<file path="src/rtl/udc_pkg.sv">
// Shared constants, types and codes for the UTF-8 to code page decoder.
`default_nettype none

package udc_pkg;

    // Table geometry: the table is split over a row of identical search cells.
    localparam int TABLE_DEPTH  = 128;
    localparam int IDX_W        = 7;
    localparam int NUM_CELLS    = 16;
    localparam int CELL_ID_W    = 4;
    localparam int CELL_ENTRIES = 8;
    localparam int SUB_W        = 3;

    localparam int VALUE_W = 16;
    localparam int JOIN_W  = 12;
    localparam int BYTE_W  = 8;
    localparam int SIX_W   = 6;

    localparam logic [BYTE_W-1:0] SPACE_CODE = 8'h20;

    localparam logic OP_WRITE  = 1'b0;
    localparam logic OP_DECODE = 1'b1;

    typedef struct packed {
        logic               en;
        logic [IDX_W-1:0]   idx;
        logic [VALUE_W-1:0] value;
    } tbl_wr_t;

    // Search token handed from cell to cell.
    typedef struct packed {
        logic              valid;
        logic [JOIN_W-1:0] joined;
        logic              found;
        logic [IDX_W-1:0]  idx;
    } token_t;

    typedef struct packed {
        logic [BYTE_W-1:0] char_out;
        logic              run_last;
        logic              end_of_text;
    } result_t;

    typedef enum logic [1:0] {
        ST_IDLE,
        ST_SEARCH,
        ST_FINISH
    } state_t;

endpackage

`default_nettype wire

</file>
<file path="src/rtl/utf8_to_codepage_decoder.sv">
// Top level of the UTF-8 to single-byte code page decoder.
// A table write lands in the owning cell's entry register at the edge that accepts it; a text
// byte passes the launch register, the sixteen-cell search row and the finish state before its
// results enter the result queue. Table writes are taken one per cycle while idle; a text byte
// holds off all transfers until it has passed the row, one cell per cycle, and been queued.
// Reset: synchronous, active-low aresetn clears the whole code table, the held lead byte and
// the result queue; the block accepts transfers in the first cycle after reset.
`default_nettype none

module utf8_to_codepage_decoder (
    input  wire logic        aclk,
    input  wire logic        aresetn,
    // Input channel.
    input  wire logic        s_tvalid,
    output logic             s_tready,
    input  wire logic [31:0] s_tdata,   // entry_index [6:0], entry_value [22:7],
                                        // text_byte [30:23], zero [31]
    input  wire logic        s_tuser,   // opcode: 0 writes a table entry, 1 decodes a byte
    input  wire logic        s_tlast,   // text_last
    // Result channel.
    output logic             m_tvalid,
    input  wire logic        m_tready,
    output logic [7:0]       m_tdata,   // char_out [7:0]
    output logic             m_tuser,   // run_last
    output logic             m_tlast    // end_of_text
);

    // Control state.
    udc_pkg::state_t  state_reg, state_next;
    udc_pkg::token_t  launch_reg, launch_next;
    udc_pkg::token_t  chain_out;
    udc_pkg::tbl_wr_t tbl_wr;

    // Item being decoded and the outcome of its table search.
    logic [udc_pkg::BYTE_W-1:0] byte_reg, byte_next;
    logic                       last_reg, last_next;
    logic                       found_reg, found_next;
    logic [udc_pkg::IDX_W-1:0]  hit_idx_reg, hit_idx_next;

    // Lead byte waiting for its partner.
    logic [udc_pkg::BYTE_W-1:0] held_lead_reg, held_lead_next;
    logic                       held_valid_reg, held_valid_next;

    // Two-entry result queue; entry 0 is presented on the result channel.
    udc_pkg::result_t q_reg [2];
    udc_pkg::result_t q_next [2];
    logic [1:0]       q_cnt_reg, q_cnt_next;
    logic [1:0]       cnt_after_pop;

    udc_pkg::result_t res [2];
    logic [1:0]       res_n;
    logic             hold;
    logic             room;
    logic             push_go;
    logic             s_accept;
    logic             m_accept;

    assign s_tready = (state_reg == udc_pkg::ST_IDLE);
    assign s_accept = s_tvalid && s_tready;
    assign m_tvalid = (q_cnt_reg != 2'd0);
    assign m_accept = m_tvalid && m_tready;

    assign m_tdata = q_reg[0].char_out;
    assign m_tuser = q_reg[0].run_last;
    assign m_tlast = q_reg[0].end_of_text;

    // Table writes are broadcast to every cell; the owning cell picks them up.
    assign tbl_wr.en    = s_accept && (s_tuser == udc_pkg::OP_WRITE);
    assign tbl_wr.idx   = s_tdata[6:0];
    assign tbl_wr.value = s_tdata[22:7];

    udc_chain u_chain (
        .aclk    (aclk),
        .aresetn (aresetn),
        .wr      (tbl_wr),
        .tok_in  (launch_reg),
        .tok_out (chain_out)
    );

    // Work out the results of the finished item. A held lead byte either pairs with this
    // byte to form a table match, or falls out as a space before the byte is handled alone.
    always_comb begin
        res[0] = '0;
        res[1] = '0;
        res_n  = 2'd0;
        hold   = 1'b0;
        if (held_valid_reg && found_reg) begin
            res[0] = '{char_out: {1'b1, hit_idx_reg}, run_last: 1'b1, end_of_text: last_reg};
            res_n  = 2'd1;
        end else begin
            if (held_valid_reg) begin
                res[0] = '{char_out: udc_pkg::SPACE_CODE, run_last: 1'b0, end_of_text: 1'b0};
                res_n  = 2'd1;
            end
            if (!byte_reg[udc_pkg::BYTE_W-1]) begin
                res[res_n[0]] = '{char_out: byte_reg, run_last: 1'b1, end_of_text: last_reg};
                res_n = res_n + 2'd1;
            end else if (last_reg) begin
                // An upper byte at the end of the text cannot be held.
                res[res_n[0]] = '{char_out: udc_pkg::SPACE_CODE, run_last: 1'b1,
                                  end_of_text: 1'b1};
                res_n = res_n + 2'd1;
            end else begin
                hold = 1'b1;
                if (res_n != 2'd0) begin
                    res[0].run_last = 1'b1;
                end
            end
        end
    end

    assign room    = ({1'b0, q_cnt_reg} + {1'b0, res_n}) <= 3'd2;
    assign push_go = (state_reg == udc_pkg::ST_FINISH) && room;

    // Sequencer: accept, run the search row, then hand the results to the queue.
    always_comb begin
        state_next      = state_reg;
        launch_next     = '0;
        byte_next       = byte_reg;
        last_next       = last_reg;
        found_next      = found_reg;
        hit_idx_next    = hit_idx_reg;
        held_lead_next  = held_lead_reg;
        held_valid_next = held_valid_reg;
        unique case (state_reg)
            udc_pkg::ST_IDLE: begin
                if (s_accept && (s_tuser == udc_pkg::OP_DECODE)) begin
                    byte_next          = s_tdata[30:23];
                    last_next          = s_tlast;
                    launch_next.valid  = 1'b1;
                    launch_next.joined = {held_lead_reg[udc_pkg::SIX_W-1:0],
                                          s_tdata[28:23]};
                    state_next         = udc_pkg::ST_SEARCH;
                end
            end
            udc_pkg::ST_SEARCH: begin
                if (chain_out.valid) begin
                    found_next   = chain_out.found;
                    hit_idx_next = chain_out.idx;
                    state_next   = udc_pkg::ST_FINISH;
                end
            end
            udc_pkg::ST_FINISH: begin
                if (room) begin
                    held_valid_next = hold;
                    held_lead_next  = hold ? byte_reg : '0;
                    state_next      = udc_pkg::ST_IDLE;
                end
            end
            default: begin
                state_next = udc_pkg::ST_IDLE;
            end
        endcase
    end

    // Result queue: pop from the head, then append at the first free place.
    always_comb begin
        q_next[0]     = q_reg[0];
        q_next[1]     = q_reg[1];
        cnt_after_pop = q_cnt_reg;
        if (m_accept) begin
            q_next[0]     = q_reg[1];
            cnt_after_pop = q_cnt_reg - 2'd1;
        end
        q_cnt_next = cnt_after_pop;
        if (push_go) begin
            if (res_n != 2'd0) begin
                q_next[cnt_after_pop[0]] = res[0];
            end
            if (res_n == 2'd2) begin
                q_next[1] = res[1];
            end
            q_cnt_next = cnt_after_pop + res_n;
        end
    end

    always_ff @(posedge aclk) begin
        if (!aresetn) begin
            state_reg      <= udc_pkg::ST_IDLE;
            launch_reg     <= '0;
            held_lead_reg  <= '0;
            held_valid_reg <= 1'b0;
            q_cnt_reg      <= 2'd0;
        end else begin
            state_reg      <= state_next;
            launch_reg     <= launch_next;
            held_lead_reg  <= held_lead_next;
            held_valid_reg <= held_valid_next;
            q_cnt_reg      <= q_cnt_next;
        end
    end

    always_ff @(posedge aclk) begin
        byte_reg    <= byte_next;
        last_reg    <= last_next;
        found_reg   <= found_next;
        hit_idx_reg <= hit_idx_next;
        q_reg[0]    <= q_next[0];
        q_reg[1]    <= q_next[1];
    end

    // A search result leaves the row only while the sequencer waits for it.
    a_chain_in_search: assert property (@(posedge aclk) disable iff (!aresetn)
        chain_out.valid |-> state_reg == udc_pkg::ST_SEARCH)
        else $error("search result arrived outside the search phase");

    // The table never changes while a search is running.
    a_write_idle: assert property (@(posedge aclk) disable iff (!aresetn)
        tbl_wr.en |-> state_reg == udc_pkg::ST_IDLE)
        else $error("table written during a search");

    // A byte that ends the text never leaves a lead byte held.
    a_no_hold_at_end: assert property (@(posedge aclk) disable iff (!aresetn)
        (push_go && last_reg) |=> !held_valid_reg)
        else $error("lead byte held past the end of the text");

    // The queue never holds more than its two entries.
    a_queue_bound: assert property (@(posedge aclk) disable iff (!aresetn)
        q_cnt_reg != 2'd3)
        else $error("result queue overflow");

endmodule

`default_nettype wire

</file>
<file path="src/rtl/udc_cell.sv">
// One search cell: eight table entries and a registered compare stage.
`default_nettype none

module udc_cell (
    input  wire logic                          aclk,
    input  wire logic                          aresetn,
    input  wire logic [udc_pkg::CELL_ID_W-1:0] cell_id,
    input  wire udc_pkg::tbl_wr_t              wr,
    input  wire udc_pkg::token_t               tok_in,
    output udc_pkg::token_t                    tok_out
);

    logic [udc_pkg::VALUE_W-1:0] entry_reg [udc_pkg::CELL_ENTRIES];
    udc_pkg::token_t             tok_reg;
    udc_pkg::token_t             tok_next;
    logic                        hit;
    logic [udc_pkg::SUB_W-1:0]   hit_sub;

    always_ff @(posedge aclk) begin
        if (!aresetn) begin
            for (int i = 0; i < udc_pkg::CELL_ENTRIES; i++) begin
                entry_reg[i] <= '0;
            end
        end else if (wr.en && wr.idx[udc_pkg::IDX_W-1:udc_pkg::SUB_W] == cell_id) begin
            entry_reg[wr.idx[udc_pkg::SUB_W-1:0]] <= wr.value;
        end
    end

    // The highest matching entry within the cell wins.
    always_comb begin
        hit     = 1'b0;
        hit_sub = '0;
        for (int i = 0; i < udc_pkg::CELL_ENTRIES; i++) begin
            if (entry_reg[i] == {{(udc_pkg::VALUE_W-udc_pkg::JOIN_W){1'b0}}, tok_in.joined})
            begin
                hit     = 1'b1;
                hit_sub = (udc_pkg::SUB_W)'(i);
            end
        end
        tok_next = tok_in;
        // Cells further down the row hold higher indices, so a later hit overrides.
        if (tok_in.valid && hit) begin
            tok_next.found = 1'b1;
            tok_next.idx   = {cell_id, hit_sub};
        end
    end

    always_ff @(posedge aclk) begin
        if (!aresetn) begin
            tok_reg <= '0;
        end else begin
            tok_reg <= tok_next;
        end
    end

    assign tok_out = tok_reg;

endmodule

`default_nettype wire

</file>
<file path="src/rtl/udc_chain.sv">
// Row of search cells that together hold the whole code table.
`default_nettype none

module udc_chain (
    input  wire logic             aclk,
    input  wire logic             aresetn,
    input  wire udc_pkg::tbl_wr_t wr,
    input  wire udc_pkg::token_t  tok_in,
    output udc_pkg::token_t       tok_out
);

    udc_pkg::token_t tok [udc_pkg::NUM_CELLS+1];

    assign tok[0] = tok_in;

    for (genvar g = 0; g < udc_pkg::NUM_CELLS; g++) begin : g_cell
        udc_cell u_cell (
            .aclk    (aclk),
            .aresetn (aresetn),
            .cell_id ((udc_pkg::CELL_ID_W)'(g)),
            .wr      (wr),
            .tok_in  (tok[g]),
            .tok_out (tok[g+1])
        );
    end

    assign tok_out = tok[udc_pkg::NUM_CELLS];

endmodule

`default_nettype wire
</file>
<file path="config.mk">
export PLATFORM = sky130hd
export DESIGN_NAME = utf8_to_codepage_decoder
export DESIGN_NICKNAME = d
export VERILOG_FILES = /design/src/rtl/udc_pkg.sv /design/src/rtl/utf8_to_codepage_decoder.sv /design/src/rtl/udc_cell.sv /design/src/rtl/udc_chain.sv
export SDC_FILE = /design/constraint.sdc
export NUM_CORES = 2
export LEC_CHECK = 0
export BUFFER_PORTS_ARGS = -buffer_cell sky130_fd_sc_hd__buf_2
export CAP_MARGIN = 0
export CORE_MARGIN = 2
export CORE_UTILIZATION = 39
export CTS_CLUSTER_SIZE = 20
export DETAILED_ROUTE_END_ITERATION = 10
export PLACE_DENSITY = 0.63
export SYNTH_ARGS = -nofsm -noshare
export SYNTH_HDL_FRONTEND = slang
export SYNTH_HIERARCHICAL = 1
export SYNTH_SLANG_ARGS = --single-unit
</file>
<file path="constraint.sdc">
create_clock -name aclk -period 4.2 [get_ports aclk]
set_input_delay 0.84 -clock aclk [delete_from_list [all_inputs] [get_ports aclk]]
set_output_delay 0.84 -clock aclk [all_outputs]
set_load 0.01 [all_outputs]
</file>
==> summary.txt <==
Pwr Density -> 413 nW/um2
# resized after CTS -> 0
Die Wd -> 537 um
RSZ-0062 raised after global routing -> false
Syn Area/Cell -> 13.1 um2
Post CTS Setup Buffer Count -> 0
Worst endpoint data arrival time -> 4500 ps
Total core area -> 282000 um2
Post-synthesis cell area -> 111000 um2
Initial antenna violation count -> 27
Combinational Power Share -> 0.050
NumNets Final -> 8903
HP Class -> input port to flop
Crit-path cells -> inv_1, ha_1, a211oi_2, inv_1, ha_1, fa_1, a21oi_1, nand2_1, nor3_2, buf_4, mux2i_1
Max-slew violation count -> 0
Final Hold Vio Count -> 0
Vias in the first global route -> 64716
Hold WS -> 132 ps
WL met2 -> 141000 um
Die Height -> 537 um
Max Freq -> 0.271 GHz
HPWL Detailed -> 163000 um
IO buf count -> 48
Total CTS buffers -> 244
VDD IR-drop max -> 0.000411 V
Initial core utilization -> 0.392
Grt total ovfl -> 0
Final min period -> 3680 ps
Critical Path End Type -> flop
Area Overhead vs Synth -> 12.9%
Post-place instance area -> 117000 um2
Setup TNS -> 0 ps
Num ports -> 50
Final period util -> 0.877
Non-filler cells, final -> 12817
Status -> complete, no violations
Clock Path Buffers -> 4
Sequential fraction of design power -> 0.523
WL met3 -> 16800 um
Worst slew margin -> 0.198
Clk_lat worst skew -> 910 ps
CP Launch Type -> flop
Drc violations -> 0
Switching portion of total power -> 0.218
Clk slew on worst S/H paths -> 60 ps
Die area -> 288000 um2
Drt wl/cell -> 22.3 um
Routed Antenna Nets -> 0
Met1 wire length -> 119000 um
Fin area -> 125000 um2
Sink Count -> 2433
Pre-Repair DR Iteration Count -> 6
CP Max Fanout -> 13
Placed Cells -> 12354
Total GRT Usage -> 0.196
DRT iter0 DRCs -> 5809
Pint -> 40.3 mW
Gpl congestion -> 0.785
H-tree depth -> 4
Yosys warning count -> 6
CP delay by family, top -> adder cells
Leak -> 47.3 nW
Clk root buf -> clkbuf_16
Row count -> 195
Max reg flops -> 2048
DR vias -> 64920
Top layer in use -> met4
Detailed Route WL -> 285000 um
Critical Setup Path Class -> flop to flop
Largest net degree at the start of global routing -> 70
Psw -> 11.3 mW
CP max stage delay -> 450 ps
Final setup violation count -> 0
Worst clock skew -> 55.3 ps
Vias/cell -> 5.07
Post-Syn Instances -> 8449
Hold-fix buffers, CTS -> 0
Slowest CP cell -> dfxtp_1
First-pass GRT wire length -> 420000 um
Max-cap violations -> 0
Clock power frac -> 0.427
Req. time, crit path -> 5010 ps
Worst-margin pin slew -> 1200 ps
CTS tree -> done
Layout cell share with drive strength beyond 1 -> 0.102
Critical path buffers and inverters -> 3
[worst reg2reg max path, stage by stage (launching register included)]
cell and delay, ps:
dfxtp_1 450, inv_1 120, ha_1 350, a211oi_2 310
inv_1 280, ha_1 290, fa_1 450, a21oi_1 220
nand2_1 240, nor3_2 430, buf_4 270, mux2i_1 210
[worst paths after layout]
check / start / slack, ps / end / cells past startpoint
worst max-delay path: held_valid_reg / 520 / q_reg[0][6] / 11
worst max register to register: held_valid_reg / 520 / q_reg[0][6] / 11
worst min-delay path: s_tdata[29] / 130 / byte_reg[6] / 1
worst min register to register: u_chain/g_cell[15].u_cell/tok_out[2] / 400 / hit_idx_reg[2] / 0
[stage by stage]
step | util | total power [mW] | setup slack (ps)
floorplan | - | 28.7 | 584
global placement | 0.413 | 30.0 | 498
detailed placement | 0.413 | 30.1 | 430
CTS | 0.442 | 52.0 | 563
global route | 0.442 | 53.1 | 249
finish | 0.442 | 51.6 | 516
[layout by cell type, fill, tap and decap left out, types with 25 or more instances in the layout]
cell / n
and2_1: 2246
clkbuf_1: 58
o21ai_2: 32
nand4_1: 224
nor2b_1: 35
xor2_1: 496
conb_1: 168
buf_2: 29
xnor2_1: 1056
o21ai_1: 146
edfxtp_1: 2075
inv_1: 71
nand2_1: 199
clkbuf_8: 48
nor3_2: 33
nor4_1: 273
nor3_1: 35
nand2b_1: 87
clkinv_2: 47
nor2_1: 147
buf_12: 25
o21ai_0: 32
or4_1: 32
clkbuf_16: 264
buf_4: 331
dfxtp_1: 358
nand3_1: 168
[per-layer routing]
metal,track usage,vias up
met5,0,-
met1,0.259,32613
li1,-,30051
met3,0.0214,442
met2,0.336,1814
met4,0.0616,0
[power by group through the flow]
stage	clock (mW)	combinational, mW	sequential (mW)
after floorplan	0	1.22	27.5
after global placement	0	2.54	27.5
after detailed placement	0	2.60	27.5
after CTS	22.4	2.60	27.0
after global routing	23.3	2.75	27.0
final	22.0	2.58	27.0
[layout make-up]
type                       instances  area (um2)
antenna                           11        27.5
clock buffer                     370        7480
clock inverter                    82         719
fill                           25163      157000
inverter                          72         270
multi-input combinational       5704       38900
sequential                      2433       69500
tap                             3743        4680
timing repair buffer             402        3330
Power figures use the tool's default switching activity.
